[config.mk]
export PLATFORM = sky130hd
export DESIGN_NAME = shdlc_frame_deframer
export DESIGN_NICKNAME = d
export VERILOG_FILES = /design/src/hw/rtl/shdlc_pkg.sv /design/src/hw/rtl/shdlc_skid.sv /design/src/hw/rtl/shdlc_core.sv /design/src/hw/rtl/shdlc_frame_deframer.sv
export SDC_FILE = /design/constraint.sdc
export NUM_CORES = 1
export LEC_CHECK = 0
export ABC_AREA = 1
export CAP_MARGIN = 15
export CORE_ASPECT_RATIO = 0.7
export CORE_UTILIZATION = 45
export DETAILED_ROUTE_END_ITERATION = 7
export DONT_BUFFER_PORTS = 1
export PLACE_DENSITY_LB_ADDON = 0.3
export SLEW_MARGIN = 20
export SYNTH_ARGS = -nofsm -noshare
export SYNTH_HDL_FRONTEND = slang
export SYNTH_SLANG_ARGS = --single-unit
[constraint.sdc]
create_clock -name aclk -period 10.9 [get_ports aclk]
set_input_delay 1.09 -clock aclk [delete_from_list [all_inputs] [get_ports aclk]]
set_output_delay 1.09 -clock aclk [all_outputs]
set_load 0.02 [all_outputs]
[src/hw/rtl/shdlc_pkg.sv]
package shdlc_pkg;

    // line bytes with special meaning
    localparam logic [7:0] MARK_BYTE = 8'h7E;
    localparam logic [7:0] ESC_BYTE  = 8'h7D;

    // register map
    localparam int unsigned REG_MAX_PAYLOAD_LEN = 0;
    localparam logic [7:0]  MAX_LEN_RESET       = 8'hFF;

    // receive phases
    typedef enum logic [2:0] {
        PH_HUNT  = 3'd0,
        PH_HEAD  = 3'd1,
        PH_DATA  = 3'd2,
        PH_CHECK = 3'd3,
        PH_STOP  = 3'd4
    } phase_t;

    // end of frame status codes
    typedef enum logic [2:0] {
        ST_OK       = 3'd0,
        ST_ENC_ERR  = 3'd1,
        ST_TOO_LONG = 3'd2,
        ST_NO_STOP  = 3'd3,
        ST_BAD_SUM  = 3'd4
    } status_t;

    // result word kinds
    localparam logic KIND_DATA = 1'b0;
    localparam logic KIND_END  = 1'b1;

    // header positions
    localparam logic [1:0] HDR_ADDR  = 2'd0;
    localparam logic [1:0] HDR_CMD   = 2'd1;
    localparam logic [1:0] HDR_STATE = 2'd2;
    localparam logic [1:0] HDR_LEN   = 2'd3;

    // one result word
    typedef struct packed {
        logic       kind;
        logic [7:0] data_byte;
        logic [7:0] frame_addr;
        logic [7:0] frame_cmd;
        logic [7:0] device_state;
        logic [7:0] payload_len;
        status_t    status;
        logic       last;
    } result_t;

    // un-stuffing table for the byte after an escape
    function automatic logic [7:0] unstuff(input logic [7:0] b);
        logic [7:0] r;
        case (b)
            8'h31:   r = 8'h11;
            8'h33:   r = 8'h13;
            8'h5D:   r = 8'h7D;
            8'h5E:   r = 8'h7E;
            default: r = b;
        endcase
        return r;
    endfunction

endpackage

[src/hw/rtl/shdlc_skid.sv]
module shdlc_skid
    import shdlc_pkg::*;
(
    input  logic    aclk,
    input  logic    aresetn,
    input  logic    in_valid,
    output logic    in_ready,
    input  result_t in_data,
    output logic    out_valid,
    input  logic    out_ready,
    output result_t out_data
);

    logic    out_valid_reg;
    logic    skid_valid_reg;
    result_t out_data_reg;
    result_t skid_data_reg;

    assign in_ready  = !skid_valid_reg;
    assign out_valid = out_valid_reg;
    assign out_data  = out_data_reg;

    // control: output register and one spare word
    always_ff @(posedge aclk) begin
        if (!aresetn) begin
            out_valid_reg  <= 1'b0;
            skid_valid_reg <= 1'b0;
        end else if (out_ready || !out_valid_reg) begin
            if (skid_valid_reg) begin
                out_valid_reg  <= 1'b1;
                skid_valid_reg <= 1'b0;
            end else begin
                out_valid_reg <= in_valid;
            end
        end else if (in_valid && !skid_valid_reg) begin
            skid_valid_reg <= 1'b1;
        end
    end

    // payload
    always_ff @(posedge aclk) begin
        if (out_ready || !out_valid_reg) begin
            out_data_reg <= skid_valid_reg ? skid_data_reg : in_data;
        end else if (in_valid && !skid_valid_reg) begin
            skid_data_reg <= in_data;
        end
    end

    // spare word only holds data behind a full output register
    assert property (@(posedge aclk) disable iff (!aresetn)
        skid_valid_reg |-> out_valid_reg)
        else $error("skid word held while output empty");

endmodule

[src/hw/rtl/shdlc_core.sv]
module shdlc_core
    import shdlc_pkg::*;
(
    input  logic       aclk,
    input  logic       aresetn,
    input  logic       in_valid,
    input  logic [7:0] rx_byte,
    input  logic [7:0] max_len,
    output logic       res_valid,
    output result_t    res
);

    phase_t     phase_reg, phase_next;
    logic       esc_reg, esc_next;
    logic [1:0] hidx_reg, hidx_next;
    logic [7:0] addr_reg, addr_next;
    logic [7:0] cmd_reg, cmd_next;
    logic [7:0] state_reg, state_next;
    logic [7:0] len_reg, len_next;
    logic [7:0] cnt_reg, cnt_next;
    logic [7:0] sum_reg, sum_next;
    logic [7:0] chk_reg, chk_next;

    logic       emit;
    logic [7:0] v;
    logic [7:0] cnt_inc;

    assign v       = esc_reg ? unstuff(rx_byte) : rx_byte;
    assign cnt_inc = cnt_reg + 8'd1;

    // next state and result for one word
    always_comb begin
        phase_next = phase_reg;
        esc_next   = esc_reg;
        hidx_next  = hidx_reg;
        addr_next  = addr_reg;
        cmd_next   = cmd_reg;
        state_next = state_reg;
        len_next   = len_reg;
        cnt_next   = cnt_reg;
        sum_next   = sum_reg;
        chk_next   = chk_reg;
        emit       = 1'b0;
        res        = '0;

        case (phase_reg)
            PH_HEAD, PH_DATA: begin
                if (esc_reg || (rx_byte != ESC_BYTE && rx_byte != MARK_BYTE)) begin
                    esc_next = 1'b0;
                    sum_next = sum_reg + v;
                    if (phase_reg == PH_HEAD) begin
                        case (hidx_reg)
                            HDR_ADDR:  addr_next  = v;
                            HDR_CMD:   cmd_next   = v;
                            HDR_STATE: state_next = v;
                            default:   len_next   = v;
                        endcase
                        if (hidx_reg != HDR_LEN) begin
                            hidx_next = hidx_reg + 2'd1;
                        end else begin
                            hidx_next = HDR_ADDR;
                            if (v > max_len) begin
                                // length over limit, report and hunt
                                phase_next       = PH_HUNT;
                                emit             = 1'b1;
                                res.kind         = KIND_END;
                                res.frame_addr   = addr_reg;
                                res.frame_cmd    = cmd_reg;
                                res.device_state = state_reg;
                                res.payload_len  = v;
                                res.status       = ST_TOO_LONG;
                                res.last         = 1'b1;
                            end else begin
                                cnt_next   = 8'd0;
                                phase_next = (v == 8'd0) ? PH_CHECK : PH_DATA;
                            end
                        end
                    end else begin
                        cnt_next = cnt_inc;
                        if (cnt_inc == len_reg) begin
                            phase_next = PH_CHECK;
                        end
                        emit          = 1'b1;
                        res.kind      = KIND_DATA;
                        res.data_byte = v;
                    end
                end else if (rx_byte == ESC_BYTE) begin
                    esc_next = 1'b1;
                end else begin
                    // unescaped marker: encoding error, marker opens next frame
                    emit             = 1'b1;
                    res.kind         = KIND_END;
                    res.frame_addr   = addr_reg;
                    res.frame_cmd    = cmd_reg;
                    res.device_state = state_reg;
                    res.payload_len  = len_reg;
                    res.status       = ST_ENC_ERR;
                    res.last         = 1'b1;
                    phase_next = PH_HEAD;
                    hidx_next  = HDR_ADDR;
                    addr_next  = 8'd0;
                    cmd_next   = 8'd0;
                    state_next = 8'd0;
                    len_next   = 8'd0;
                    cnt_next   = 8'd0;
                    sum_next   = 8'd0;
                    chk_next   = 8'd0;
                end
            end
            PH_CHECK: begin
                if (esc_reg) begin
                    chk_next   = unstuff(rx_byte);
                    esc_next   = 1'b0;
                    phase_next = PH_STOP;
                end else if (rx_byte == ESC_BYTE) begin
                    esc_next = 1'b1;
                end else begin
                    chk_next   = rx_byte;
                    phase_next = PH_STOP;
                end
            end
            PH_STOP: begin
                emit             = 1'b1;
                res.kind         = KIND_END;
                res.frame_addr   = addr_reg;
                res.frame_cmd    = cmd_reg;
                res.device_state = state_reg;
                res.payload_len  = len_reg;
                res.last         = 1'b1;
                if (rx_byte != MARK_BYTE) begin
                    res.status = ST_NO_STOP;
                    phase_next = PH_HUNT;
                end else if (~sum_reg != chk_reg) begin
                    // bad checksum: stop marker opens next frame
                    res.status = ST_BAD_SUM;
                    phase_next = PH_HEAD;
                    hidx_next  = HDR_ADDR;
                    addr_next  = 8'd0;
                    cmd_next   = 8'd0;
                    state_next = 8'd0;
                    len_next   = 8'd0;
                    cnt_next   = 8'd0;
                    sum_next   = 8'd0;
                    chk_next   = 8'd0;
                end else begin
                    res.status = ST_OK;
                    phase_next = PH_HUNT;
                end
            end
            default: begin
                // hunting for the start marker
                if (rx_byte == MARK_BYTE) begin
                    phase_next = PH_HEAD;
                    esc_next   = 1'b0;
                    hidx_next  = HDR_ADDR;
                    addr_next  = 8'd0;
                    cmd_next   = 8'd0;
                    state_next = 8'd0;
                    len_next   = 8'd0;
                    cnt_next   = 8'd0;
                    sum_next   = 8'd0;
                    chk_next   = 8'd0;
                end else begin
                    phase_next = PH_HUNT;
                end
            end
        endcase
    end

    assign res_valid = in_valid && emit;

    // control state
    always_ff @(posedge aclk) begin
        if (!aresetn) begin
            phase_reg <= PH_HUNT;
            esc_reg   <= 1'b0;
            hidx_reg  <= HDR_ADDR;
            addr_reg  <= 8'd0;
            cmd_reg   <= 8'd0;
            state_reg <= 8'd0;
            len_reg   <= 8'd0;
            cnt_reg   <= 8'd0;
            sum_reg   <= 8'd0;
            chk_reg   <= 8'd0;
        end else if (in_valid) begin
            phase_reg <= phase_next;
            esc_reg   <= esc_next;
            hidx_reg  <= hidx_next;
            addr_reg  <= addr_next;
            cmd_reg   <= cmd_next;
            state_reg <= state_next;
            len_reg   <= len_next;
            cnt_reg   <= cnt_next;
            sum_reg   <= sum_next;
            chk_reg   <= chk_next;
        end
    end

    // header position only moves while the header is being taken
    assert property (@(posedge aclk) disable iff (!aresetn)
        (hidx_reg != HDR_ADDR) |-> (phase_reg == PH_HEAD))
        else $error("header index set outside header phase");

    // pending escape only where escapes are decoded
    assert property (@(posedge aclk) disable iff (!aresetn)
        esc_reg |-> (phase_reg == PH_HEAD || phase_reg == PH_DATA || phase_reg == PH_CHECK))
        else $error("escape pending in wrong phase");

    // payload counter never passes the length byte
    assert property (@(posedge aclk) disable iff (!aresetn)
        (phase_reg == PH_DATA) |-> (cnt_reg < len_reg))
        else $error("payload count beyond length");

endmodule

[src/hw/rtl/shdlc_frame_deframer.sv]
// Receive deframer for a byte-stuffed frame link.
// s_axis: one raw line byte per word in s_tdata[7:0].
// m_axis: one word per payload byte (m_tuser = 0, m_tlast = 0) and one
// end of frame word (m_tuser = 1, m_tlast = 1) carrying the header bytes
// and a status: 0 ok, 1 encoding error, 2 too long, 3 missing stop,
// 4 checksum mismatch. Data of a frame that ends with a nonzero status
// is to be dropped by the consumer.
// APB register 0 (address 0): max_payload_len, reset 255, read back.
// The decoder updates its state in the cycle a byte is accepted; the
// result reaches m_* from the output register, or via the spare word.
// One byte per cycle while s_tready is high; bytes with no result just update state.
// Stall: a spare word behind the output register absorbs one result, so
// s_tready drops only after two results are held; nothing is lost.
// Reset (aresetn low, synchronous) empties the output side, returns the
// decoder to hunting for the start marker and the limit to 255.
module shdlc_frame_deframer
    import shdlc_pkg::*;
(
    input  logic        aclk,
    input  logic        aresetn,
    // raw byte input
    input  logic        s_tvalid,
    output logic        s_tready,
    input  logic [7:0]  s_tdata,    // [7:0] rx_byte
    // decoded output
    output logic        m_tvalid,
    input  logic        m_tready,
    output logic [47:0] m_tdata,    // [7:0] data_byte, [15:8] frame_addr, [23:16] frame_cmd,
                                    // [31:24] device_state, [39:32] payload_len,
                                    // [42:40] status, [47:43] zero
    output logic        m_tuser,    // [0] kind
    output logic        m_tlast,
    // configuration
    input  logic        psel,
    input  logic        penable,
    input  logic        pwrite,
    input  logic [2:0]  paddr,
    input  logic [31:0] pwdata,
    output logic [31:0] prdata,
    output logic        pready
);

    logic [7:0] max_len_reg;
    logic       accept;
    logic       res_valid;
    logic       skid_ready;
    result_t    res;
    result_t    out_res;
    logic       sel_max_len;

    // configuration register
    assign pready      = 1'b1;
    assign sel_max_len = (paddr[2] == REG_MAX_PAYLOAD_LEN[0]);

    always_ff @(posedge aclk) begin
        if (!aresetn) begin
            max_len_reg <= MAX_LEN_RESET;
        end else if (psel && penable && pwrite && pready && sel_max_len) begin
            max_len_reg <= pwdata[7:0];
        end
    end

    assign prdata = sel_max_len ? {24'd0, max_len_reg} : 32'd0;

    // input handshake
    assign s_tready = skid_ready;
    assign accept   = s_tvalid && skid_ready;

    shdlc_core u_core (
        .aclk      (aclk),
        .aresetn   (aresetn),
        .in_valid  (accept),
        .rx_byte   (s_tdata),
        .max_len   (max_len_reg),
        .res_valid (res_valid),
        .res       (res)
    );

    shdlc_skid u_skid (
        .aclk      (aclk),
        .aresetn   (aresetn),
        .in_valid  (res_valid),
        .in_ready  (skid_ready),
        .in_data   (res),
        .out_valid (m_tvalid),
        .out_ready (m_tready),
        .out_data  (out_res)
    );

    // pack the output word
    assign m_tdata = {5'd0, out_res.status, out_res.payload_len, out_res.device_state,
                      out_res.frame_cmd, out_res.frame_addr, out_res.data_byte};
    assign m_tuser = out_res.kind;
    assign m_tlast = out_res.last;

endmodule

======== Word level (Yosys, flattened, before mapping) ========
Index checks and enable logic that the tools add are counted.
storage, ports and cells
  register bits after elaboration ......... 162
  bits in latches ......................... 0
  bits in writable memories ............... 0
  memory bits (read-only) ................. 0
  output and inout port bits .............. 85
  logic and storage cells ................. 184
  memories ................................ 0
cells by class
  $add $sub $neg .......................... 3
  multipliers ............................. 0
  div/mod/pow operators ................... 0
  order comparisons ....................... 1
  equal/unequal tests ..................... 32
  shifts and indexed selects .............. 0
  muxes and demuxes ....................... 83
  bitwise gates (word level) .............. 6
  reduce and logical (&&, ||, !) cells .... 30
operator list
  kind                   count
  $mux W8                29
  $mux W36               5
  $pmux W8 S3            7
  $pmux W36 S2           1
  $mux W45               1
  $reduce_and A8 Y1      5
  $eq A8 B7 Y1 const B   4
  $pmux W8 S4            1
  $mux W3                10
  $mux W1                17
  $eq A8 B6 Y1 const B   2
  $ne A8 B7 Y1 const B   2
  $ne A3 B3 Y1 const B   5
  $mux W2                7
  $reduce_and A7 Y1      2
  $ne A4 B4 Y1 const B   3
  $pmux W3 S3            1
  $add A8 B1 Y8 const B  1
  $add A8 B8 Y8          1
  $eq A8 B8 Y1           1
  $gt A8 B8 Y1           1
  $logic_not A8 Y1       1
  $ne A2 B2 Y1 const B   4
  $ne A8 B8 Y1           1
  26 further kinds       43

======== Longest topological paths before layout ========
Gate-level depths: netlist (run 1).
  depth in word-level cells ............... 12
  depth in mapped cells ................... 20

======== By module ========
Synthesis (run 1) repeated with hierarchy kept, for this count alone.
unflattened totals
  cell total of the unflattened synthesis .. 982
  area total of the unflattened synthesis .. 8,231.6 um2
modules (own cells, without submodules)
  module                instances  cells each  area an instance (um2)  sequential area each (um2)
  shdlc_core            1          646         4,221.5                 1,241.2
  shdlc_skid            1          247         3,382.0                 2,742.6
  shdlc_frame_deframer  1          89          628.1                   160.2

======== Worst setup path after synthesis (run 1) ========
No wires, ideal clock.
  path type ............................... input-to-reg
  start point ............................. input s_tdata[7]
  end point ............................... register u_skid.skid_data_reg[10] in the netlist's numbering, enable pin
  arrival time ............................ 4.417 ns
  required time ........................... 10.454 ns
  setup slack ............................. 6.038 ns
  stages on the path ...................... 17
  buffers on the path ..................... 1
  path through ............................ buf_2 > inv_2 > nand3_2 > nor2_1 > nand3_1 > nand2_1 > nand2_1 > ha_1 > a21oi_1 > o21a_1 > nand2_1 > nand2_1 > nand2_1 > nand2_1 > nand2_1 > nand2_1 > nor2_1
on the way
  word-level cells in the longest chain between the ends .. 12
  elaborated cells between the ends (all ways) .. 21
RTL lines
  item                                                 line                        text
  from (decl)                                          shdlc_frame_deframer.sv:24  input logic [7:0] s_tdata,
  $eq A8 B7 Y1 / $eq A8 B6 Y1 (equally long branches)  shdlc_pkg.sv:54             case (b)
  $pmux W8 S4                                          shdlc_pkg.sv:54
  $mux W8                                              shdlc_core.sv:28            assign v = esc_reg ? unstuff(rx_byte) : rx_byte;
  $gt A8 B8 Y1                                         shdlc_core.sv:62            if (v > max_len) begin
  $mux W1                                              shdlc_core.sv:62
  $mux W1                                              shdlc_core.sv:58            if (hidx_reg != HDR_LEN) begin
  $mux W1                                              shdlc_core.sv:51            if (phase_reg == PH_HEAD) begin
  $mux W1 (*)                                          shdlc_core.sv:48            if (esc_reg || (rx_byte != ESC_BYTE && rx_byte != MARK_BYTE)) begin
  $pmux W1 S2 (*)                                      shdlc_core.sv:46            case (phase_reg)
  $logic_and A1 B1 Y1 (*)                              shdlc_core.sv:170           assign res_valid = in_valid && emit;
  $logic_and A1 B1 Y1 (*)                              shdlc_skid.sv:44            end else if (in_valid && !skid_valid_reg) begin
  $reduce_and A2 Y1 (no line) (*)                      n/a
  to (signal assigned)                                 shdlc_skid.sv:45            skid_data_reg <= in_data;
  to (decl)                                            shdlc_skid.sv:17            result_t skid_data_reg;
Every way passes the cells marked *; elsewhere a longest branch is shown, timed or not.
A chain may end at the register's enable or synchronous reset.

======== Worst setup path in the final report (run 1) ========
  start point ............................. input s_tdata[3]
  end point ............................... register u_skid.out_data_reg, in the netlist u_skid.out_data[44], data pin
on the way
  word-level cells in the longest chain between the ends .. 10
  elaborated cells between the ends (all ways) .. 19
RTL lines
  item                                                 line              text
  $eq A8 B7 Y1 / $eq A8 B6 Y1 (equally long branches)  shdlc_pkg.sv:54
  $pmux W8 S4                                          shdlc_pkg.sv:54
  $mux W8                                              shdlc_core.sv:28
  $gt A8 B8 Y1                                         shdlc_core.sv:62
  $mux W1                                              shdlc_core.sv:62
  $mux W1                                              shdlc_core.sv:58
  $mux W1                                              shdlc_core.sv:51
  $mux W1 (*)                                          shdlc_core.sv:48
  $pmux W1 S2 (*)                                      shdlc_core.sv:46
  $mux W45 (*)                                         shdlc_skid.sv:43  out_data_reg <= skid_valid_reg ? skid_data_reg : in_data;
  to (signal assigned)                                 shdlc_skid.sv:43
  to (decl)                                            shdlc_skid.sv:16  result_t out_data_reg;
Marks and branches as above.

==> results.sh, run 1 <==
export IMPL_numCtsBuffers=17
export IMPL_start_util_pct=46.0
export IMPL_setup_violations=0
export IMPL_final_cell_count_no_fill=1237
export IMPL_track_usage_pct=20.4
export IMPL_routed_via_density=5.08
export IMPL_postRouteAntennaNets=0
export IMPL_drt_total_wl_um=18300
export IMPL_cp_arrival_ns=4.01
export IMPL_die_area_mm2=0.0190
export IMPL_io_buffers=0
export IMPL_synth_compound_area_share_pct=6.95
export IMPL_placed_area_mm2=0.00831
export IMPL_min_period_ns=3.86
export IMPL_core_region_area_mm2=0.0181
export IMPL_fin_worst_skew_ns=0.0112
export IMPL_wl_per_cell_um=14.8
export IMPL_yosysTopAreaCell="edfxtp_1"
export IMPL_crit_path_max_fanout=26
export IMPL_grt_pass1_vias=5677
export IMPL_clk_latency_ns=0.43
export IMPL_ys_warn_count=0
export IMPL_irDropWorstVdd_mv=0.117
export IMPL_cts_tree="built"
export IMPL_setup_tns_final_ns=0
export IMPL_cts_hold_buf=0
export IMPL_clk_pin_slew_ns=0.06
export IMPL_numPlacedInstances=1205
export IMPL_finalHoldViolations=0
export IMPL_synthAdderAreaFrac_pct=3.26
export IMPL_hp_class="reg -> reg"
export IMPL_synth_edf_count=88
export IMPL_critPathKind="in -> reg"
export IMPL_ys_top_cells_by_area="edfxtp_1 32%, dfxtp_1 17%, nand2_1 12%"
export IMPL_synth_cells=1007
export IMPL_drive_gt1_share_pct=8.39
export IMPL_grt_pass1_wl_um=29600
export IMPL_synth_cell_type_count=46
export IMPL_powerDensity_mw_per_mm2=196
export IMPL_rows=41
export IMPL_drc=0
export IMPL_synthXorXnorAreaFrac_pct=1.90
export IMPL_synth_top_family_by_area="simple AND/OR/NAND/NOR gates"
export IMPL_endpoint_kind="flop"
export IMPL_crit_required_ns=11.05
export IMPL_synth_top_cell_area_share_pct=31.8
export IMPL_antenna_cells=0
export IMPL_areaGrowthSynthToFinish_pct=7.04
export IMPL_power_total_mw=1.74
export IMPL_p_leak_nw=3.83
export IMPL_first_pass_iters=5
export IMPL_synthMuxAreaShare_pct=0
export IMPL_cts_setup_buffers=0
export IMPL_dp_slack_ns=6.60
export IMPL_drv_slew=0
export IMPL_yosysSeqAreaShare_pct=49.2
export IMPL_stdcell_area_mm2=0.00888
export IMPL_cts_root_buf="clkbuf_16"
export IMPL_fmax_mhz=259
export IMPL_cts_max_level=4
export IMPL_status="finished, final reports clean"
export IMPL_drtIter0Drc=549
export IMPL_io_pin_count=135
export IMPL_antenna_found_initial=0
export IMPL_cts_sinks=160
export IMPL_post_route_util_pct=49.2
export IMPL_worst_slew_pin_slew_ns=0.965
export IMPL_nets=1059
export IMPL_die_w_um=164
export IMPL_clock_path_buffers=2
export IMPL_overflow=0
export IMPL_max_slew_margin_rel_pct=35.6
export IMPL_place_congestion=0.909
export IMPL_grt_max_degree=57
export IMPL_maxCapViolCount=0
export IMPL_vias=6286
export IMPL_finalCritPeriodShare_pct=35.4
export IMPL_fin_ws_ns=7.04
export IMPL_dp_hpwl_um=12700
export IMPL_worst_setup_path_start_kind="input port"
export IMPL_syn_avg_cell_area_um2=8.24
export IMPL_synthesis_area_mm2=0.00830
export IMPL_yosys_register_bits=160
export IMPL_rsz0062_at_grt="false"
export IMPL_postSynth_asyncResetShare_pct=0
export IMPL_cts_resized=0
export IMPL_synth_ff_type="edfxtp_1"
export IMPL_die_y_um=116
export IMPL_whs_ns=0.492
export IMPL_synthSimpleGateAreaFrac_pct=28.8
## cells in the mapped netlist, types with 6 or more instances
library cell / count
a21oi_1: 55
buf_2: 11
buf_4: 31
buf_6: 6
clkbuf_1: 23
dfxtp_1: 72
edfxtp_1: 88
ha_1: 20
inv_1: 82
inv_2: 8
nand2_1: 269
nand2_2: 9
nand3_1: 95
nor2_1: 128
nor2_4: 7
o211ai_1: 9
o21ai_0: 23
xor2_1: 15
## cell families (layout without fill, tap and decap cells)
kind of cell | after synthesis | count (layout)
buffers and inverters | 167 | 133
and+or+nand+nor | 536 | 536
adders and majority gates | 21 | 21
DFF | 160 | 160
AOI/OAI and AO/OA | 103 | 103
other | 2 | 30
xor gates and xnor gates | 18 | 18
## cell type report
class,count,area (µm²)
repair buffers,6,45.0
multi-input cells,708,3520
clock buffers,20,447
clock inverters,12,124
fillers,1716,9180
inverters,95,367
flip-flops and latches,160,4080
well taps,236,295
## critical path, cell delays in order
cell and delay (ns):
nand2_1 0.15, nor3_4 0.06, o211ai_1 0.22, nand2_1 0.22
ha_1 0.36, nand2_1 0.05, nor2_1 0.12, nand4_1 0.13
nand4_1 0.33, nand2_1 0.09, nand3_1 0.08, nand2_1 0.05
buf_4 0.24, inv_1 0.64, o21ai_0 0.16
## placed cells by master (no fill, tap or decap), drive strengths merged, types with 20 or more instances in the layout
cell,instances
nand3,98
inv,98
a21oi,55
nor2,141
nand2,281
ha,20
dfxtp,72
edfxtp,88
conb,30
o21ai,28
clkbuf,20
## where the power goes
part / switching [mW] / total [mW] / leakage, nW / internal, mW
combinational: 0.264 / 0.375 / 1.99 / 0.111
sequential: 0.0799 / 0.787 / 1.56 / 0.707
clock: 0.256 / 0.582 / 0.275 / 0.326
## path summary, 6_finish.rpt
kind	startpoint	end	slack (ns)	depth (start not counted)
worst max-delay path	s_tdata[3]	u_skid.out_data[44]$_DFFE_PP_	7.04	15
worst min register to register	u_core.chk_reg[4]$_SDFFE_PN0P_	u_core.chk_reg[4]$_SDFFE_PN0P_	0.49	2
worst max register to register	u_core.esc_reg$_SDFFE_PN0P_	u_skid.out_data[44]$_DFFE_PP_	7.58	14
worst min-delay path	u_core.chk_reg[4]$_SDFFE_PN0P_	u_core.chk_reg[4]$_SDFFE_PN0P_	0.49	2
## routing by layer
layer	GRT usage [%]	wire (µm)	vias up
li1	-	-	3179
met1	30.1	9460	2921
met2	29.0	7610	170
met3	5.48	1070	16
met4	5.43	173	0
met5	0	0	-
Power figures use the tool's default switching activity.
==> run 2: changes to the inputs <==
==> constraint.sdc (replaced) <==
create_clock -name aclk -period 3.1 [get_ports aclk]
set_input_delay 0.31 -clock aclk [delete_from_list [all_inputs] [get_ports aclk]]
set_output_delay 0.31 -clock aclk [all_outputs]
set_load 0.02 [all_outputs]
==> run 2 against run 1 <==
Effect of this change: the flow now finishes with violations (DRC); clock skew is 0.0042 ns lower; sequential share of layout area is 0.56 points lower; sequential cell count stayed put; clock power grew to 3.7 times the previous value; combinational power grew to 3.5 times the previous value; utilization is 0.60 points higher; critical endpoint is now u_skid.skid_data_reg[1]$_DFFE_PP_.
==> results.sh, run 2 (synthesized netlist as in run 1, its figures left out) <==
export IMPL_min_to="u_core.cnt_reg[5]$_SDFFE_PN0P_"
export IMPL_status="complete, but fails checks"
export IMPL_drive_gt1_share_pct=8.72
export IMPL_overflow=0
export IMPL_hp_class="in -> reg"
export IMPL_vias=6267
export IMPL_finalHoldViolations=0
export IMPL_first_pass_iters=8
export IMPL_clk_latency_ns=0.42
export IMPL_numPlacedInstances=1211
export IMPL_powerDensity_mw_per_mm2=693
export IMPL_cts_max_level=4
export IMPL_grt_pass1_vias=5698
export IMPL_rows=41
export IMPL_cp_num_buf_inv=1
export IMPL_cts_setup_buffers=0
export IMPL_drtIter0Drc=644
export IMPL_fin_worst_skew_ns=0.00701
export IMPL_io_pin_count=135
export IMPL_failed_checks="DRC"
export IMPL_nets=1067
export IMPL_wl_per_cell_um=14.6
export IMPL_worst_r2r_cell_count=15
export IMPL_cts_root_buf="clkbuf_16"
export IMPL_grt_max_degree=50
export IMPL_rsz0062_at_grt="false"
export IMPL_final_cell_count_no_fill=1245
export IMPL_critPathTopFamily="simple AND/OR/NAND/NOR gates"
export IMPL_cts_sinks=160
export IMPL_postRouteAntennaNets=0
export IMPL_antenna_found_initial=0
export IMPL_antenna_cells=0
export IMPL_track_usage_pct=20.1
export IMPL_irDropWorstVdd_mv=0.467
export IMPL_die_area_mm2=0.0190
export IMPL_crit_top_cell="nand2_1"
export IMPL_fmax_mhz=395
export IMPL_dp_hpwl_um=12800
export IMPL_grt_pass1_wl_um=29700
export IMPL_dp_slack_ns=0.366
export IMPL_min_period_ns=2.53
export IMPL_fin_ws_ns=0.565
export IMPL_setup_violations=0
export IMPL_drc=2
export IMPL_setup_tns_final_ns=0
export IMPL_core_region_area_mm2=0.0181
export IMPL_start_util_pct=46.0
export IMPL_max_slew_margin_rel_pct=35.5
export IMPL_areaGrowthSynthToFinish_pct=8.35
export IMPL_cts_hold_buf=2
export IMPL_drt_total_wl_um=18100
export IMPL_worst_slew_pin_slew_ns=0.965
export IMPL_numCtsBuffers=17
export IMPL_routed_via_density=5.03
export IMPL_final_cell_mix="269 x nand2_1, 127 x nor2_1, 95 x nand3_1"
export IMPL_die_w_um=164
export IMPL_crit_required_ns=3.22
export IMPL_critPathKind="reg -> reg"
export IMPL_clock_path_buffers=2
export IMPL_maxCapViolCount=0
export IMPL_final_common_cell="nand2_1"
export IMPL_worst_setup_path_start_kind="flop"
export IMPL_r2r_setup_slack_ns=0.57
export IMPL_whs_path_depth=2
export IMPL_drv_slew=0
export IMPL_p_leak_nw=3.88
export IMPL_cts_resized=0
export IMPL_crit_path_max_fanout=12
export IMPL_finalCritPeriodShare_pct=81.8
export IMPL_reg2reg_from="u_core.esc_reg$_SDFFE_PN0P_"
export IMPL_critical_path_cell_chain="nand3_1 > nand2_1 > nand2_1 > ha_1 > nand2_1 > nor2_1 > nand2_1 > nand2_1 > nand2_1 > nand2_1 > nand2_1 > nand2_1 > nand2_1 > nor2_4 > buf_4"
export IMPL_place_congestion=0.927
export IMPL_cts_tree="built"
export IMPL_endpoint_kind="flop"
export IMPL_reg2reg_to="u_skid.skid_data_reg[1]$_DFFE_PP_"
export IMPL_hold_start="aresetn"
export IMPL_cpPeakStageDelay_ns=0.36
export IMPL_cp_arrival_ns=2.66
export IMPL_cp_slowest_cell="dfxtp_1"
export IMPL_clk_pin_slew_ns=0.06
export IMPL_io_buffers=0
export IMPL_die_y_um=116
## run 2: layout make-up
type                    instances  area [µm²]
clock inverters                14         163
multi-input cells             708        3520
repair buffers                 14         123
fillers                      1730        9070
well taps                     236         295
flip-flops and latches        160        4080
inverters                      95         367
clock buffers                  18         439
## run 2: where the power goes
part           internal (mW)  switching, mW
sequential              2.49          0.281
combinational          0.401          0.932
clock                   1.28          0.842
total                   4.17           2.05
## run 2: how the worst max path moves through the flow
stage | startpoint | end | slack (ns) | depth (start not counted)
finish | u_core.esc_reg$_SDFFE_PN0P_ | u_skid.skid_data_reg[1]$_DFFE_PP_ | 0.57 | 15
global route | u_core.esc_reg$_SDFFE_PN0P_ | u_skid.skid_data_reg[1]$_DFFE_PP_ | 0.33 | 15
CTS | u_core.esc_reg$_SDFFE_PN0P_ | u_skid.skid_data_reg[1]$_DFFE_PP_ | 0.57 | 15
detailed placement | s_tdata[3] | u_skid.skid_data_reg[31]$_DFFE_PP_ | 0.37 | 16
global placement | s_tdata[0] | u_skid.skid_data_reg[31]$_DFFE_PP_ | 0.44 | 17
floorplan | s_tdata[7] | u_skid.skid_data_reg[10]$_DFFE_PP_ | 0.22 | 17
## run 2: per-layer routing
metal / vias up / global-route usage [%] / wire [µm]
met5: - / 0 / 0
met4: 0 / 5.06 / 193
met3: 15 / 4.76 / 1260
met2: 192 / 28.4 / 7490
met1: 2869 / 30.5 / 9200
li1: 3191 / - / -
## run 2: through the flow
step                area [µm²]  power [mW]  util, %  hold slack [ns]
floorplan                 8410        3.90        -            0.440
global placement          8370        4.10     46.3            0.428
detailed placement        8370        4.12     46.3            0.430
CTS                       8990        6.26     49.8         0.000552
global route              8990        6.57     49.8         0.000541
finish                    8990        6.23     49.8           0.0114
## run 2: worst reg2reg max path, delay by kind of cell, from the launching register on
| family | cells | cell delay, ns |
|---|---|---|
| adders and majority gates | 1 | 0.31 |
| buffers and inverters | 1 | 0.27 |
| DFF | 1 | 0.36 |
| and+or+nand+nor | 13 | 1.28 |
==> run 3: changes to the inputs <==
==> constraint.sdc (replaced) <==
create_clock -name aclk -period 2.65 [get_ports aclk]
set_input_delay 0.265 -clock aclk [delete_from_list [all_inputs] [get_ports aclk]]
set_output_delay 0.265 -clock aclk [all_outputs]
set_load 0.02 [all_outputs]
==> run 3 against run 2 <==
Effect of this change: worst setup slack got worse by 0.28 ns; via count increased by 0.64%; cell count increased by 1.8%; the run now ends clean; combinational power increased by 22%; utilization increased by 1.3 points; die area unchanged; wire length increased by 1.7%; non-clock buffer count increased by 21; largest cell class unchanged; critical endpoint is now u_skid.out_data[10]$_DFFE_PP_; critical path depth decreased by 3; sequential cell count unchanged; register-to-register slack got worse by 0.28 ns.
==> results.sh, run 3 (synthesized netlist as in run 1, its figures left out) <==
export IMPL_status="finished, final reports clean"
export IMPL_die_y_um=116
export IMPL_whs_path_depth=3
export IMPL_endpoint_kind="flop"
export IMPL_core_region_area_mm2=0.0181
export IMPL_io_pin_count=135
export IMPL_maxCapViolCount=0
export IMPL_finalHoldViolations=0
export IMPL_nets=1088
export IMPL_final_cell_count_no_fill=1267
export IMPL_track_usage_pct=20.6
export IMPL_routed_via_density=4.98
export IMPL_clock_path_buffers=2
export IMPL_vias=6307
export IMPL_fin_worst_skew_ns=0.00866
export IMPL_antenna_found_initial=1
export IMPL_hp_class="in -> reg"
export IMPL_cts_tree="built"
export IMPL_clk_latency_ns=0.43
export IMPL_cp_arrival_ns=2.52
export IMPL_drive_gt1_share_pct=9.61
export IMPL_grt_pass1_vias=5775
export IMPL_rows=41
export IMPL_powerDensity_mw_per_mm2=785
export IMPL_placed_area_mm2=0.00847
export IMPL_first_pass_iters=5
export IMPL_r2r_setup_slack_ns=0.29
export IMPL_reg2reg_from="u_core.esc_reg$_SDFFE_PN0P_"
export IMPL_die_area_mm2=0.0190
export IMPL_clk_pin_slew_ns=0.06
export IMPL_drc=0
export IMPL_worst_slew_pin_slew_ns=0.947
export IMPL_place_congestion=0.960
export IMPL_min_to="u_skid.out_valid$_SDFFE_PN0P_"
export IMPL_finalCritPeriodShare_pct=89.0
export IMPL_fmax_mhz=424
export IMPL_rsz0062_at_grt="false"
export IMPL_fin_ws_ns=0.290
export IMPL_irDropWorstVdd_mv=0.484
export IMPL_critPathKind="reg -> reg"
export IMPL_postRouteAntennaNets=0
export IMPL_grt_pass1_wl_um=30000
export IMPL_crit_path_max_fanout=9
export IMPL_setup_violations=0
export IMPL_reg2reg_to="u_skid.out_data[10]$_DFFE_PP_"
export IMPL_overflow=0
export IMPL_cts_max_level=4
export IMPL_final_common_cell="nand2_1"
export IMPL_max_slew_margin_rel_pct=36.6
export IMPL_crit_required_ns=2.81
export IMPL_grt_max_degree=56
export IMPL_die_w_um=164
export IMPL_final_cell_mix="266 x nand2_1, 127 x nor2_1, 95 x nand3_1"
export IMPL_numCtsBuffers=17
export IMPL_cts_root_buf="clkbuf_16"
export IMPL_areaGrowthSynthToFinish_pct=11.1
export IMPL_top_layer_used="met4"
export IMPL_cts_resized=0
export IMPL_start_util_pct=46.0
export IMPL_dp_hpwl_um=12800
export IMPL_cts_hold_buf=16
export IMPL_fill_cells=1687
export IMPL_drv_slew=0
export IMPL_p_leak_nw=3.98
export IMPL_stdcell_area_mm2=0.00922
export IMPL_hold_start="m_tready"
export IMPL_min_period_ns=2.36
export IMPL_io_buffers=0
export IMPL_drt_total_wl_um=18500
export IMPL_wl_met3_um=1000
export IMPL_cts_setup_buffers=0
export IMPL_cts_sinks=160
export IMPL_wl_per_cell_um=14.6
export IMPL_worst_setup_path_start_kind="flop"
export IMPL_numPlacedInstances=1218
export IMPL_worst_r2r_cell_count=12
export IMPL_drtIter0Drc=596
export IMPL_dp_slack_ns=0.0838
export IMPL_wl_met1_um=9600
export IMPL_met2_length_um=7650
[run 3: changes by cell type in the layout (fill, tap and decap cells not counted), moves of 2 or more]
cell,previous run,this run
clkinv_2,0,3
clkinvlp_4,3,1
buf_4,11,16
nand2_1,269,266
buf_12,1,3
nand2_2,9,12
clkbuf_1,0,2
inv_2,9,7
dlygate4sd3_1,2,15
[run 3: layout make-up]
cell class	count	area (µm²)	share of cell area, %
flip-flops and latches	160	4080	44.3
multi-input cells	708	3540	38.4
clock buffers	19	433	4.70
inverters	95	369	4.00
repair buffers	35	358	3.88
well taps	236	295	3.20
clock inverters	13	136	1.48
diodes	1	2.50	0.0271
[run 3: critical path, cell delays in order, from the launching register on]
cell and delay [ns]:
dfxtp_1 0.36, nand3_1 0.08, nand2_1 0.13, nand2_2 0.10, ha_4 0.28, nand2_1 0.04, nor2_1 0.13, nand4_1 0.15
nand4_1 0.16, buf_4 0.17, nor2_1 0.05, a21oi_1 0.32, o21ai_0 0.12
[run 3: power by group]
part | internal, mW | leakage, nW | switching [mW]
logic | 0.519 | 2.14 | 1.10
clock network | 1.39 | 0.278 | 0.987
registers | 2.91 | 1.56 | 0.332
total | 4.82 | 3.98 | 2.42
[run 3: how the worst max path moves through the flow]
stage / from / endpoint / slack [ns] / cells after the start
6_report: u_core.esc_reg$_SDFFE_PN0P_ / u_skid.out_data[10]$_DFFE_PP_ / 0.29 / 12
5_1_grt: u_core.esc_reg$_SDFFE_PN0P_ / u_skid.out_data[10]$_DFFE_PP_ / 0.05 / 12
4_1_cts: u_core.esc_reg$_SDFFE_PN0P_ / u_skid.skid_data_reg[18]$_DFFE_PP_ / 0.31 / 15
3_5_place_dp: s_tdata[3] / u_skid.skid_data_reg[19]$_DFFE_PP_ / 0.08 / 16
3_3_place_gp: s_tdata[3] / u_skid.skid_data_reg[19]$_DFFE_PP_ / 0.10 / 16
2_1_floorplan: s_tdata[7] / u_skid.skid_data_reg[10]$_DFFE_PP_ / -0.14 / 18
[run 3: metal layers]
metal	GRT usage (%)	up-vias
met1	30.9	2912
met5	0	-
met3	4.12	16
met4	6.48	0
met2	29.4	139
li1	-	3240
[run 3: through the flow]
stage          power (mW)  hold slack [ns]  TNS (ns)  utilization, %
3_3_place_gp         4.84            0.386         0            46.9
4_1_cts              7.29           0.0669         0            51.0
6_report             7.24           0.0830         0            51.1
2_1_floorplan        4.57            0.395     -6.32               -
5_1_grt              7.65           0.0891         0            51.0
3_5_place_dp         4.87            0.393         0            46.9
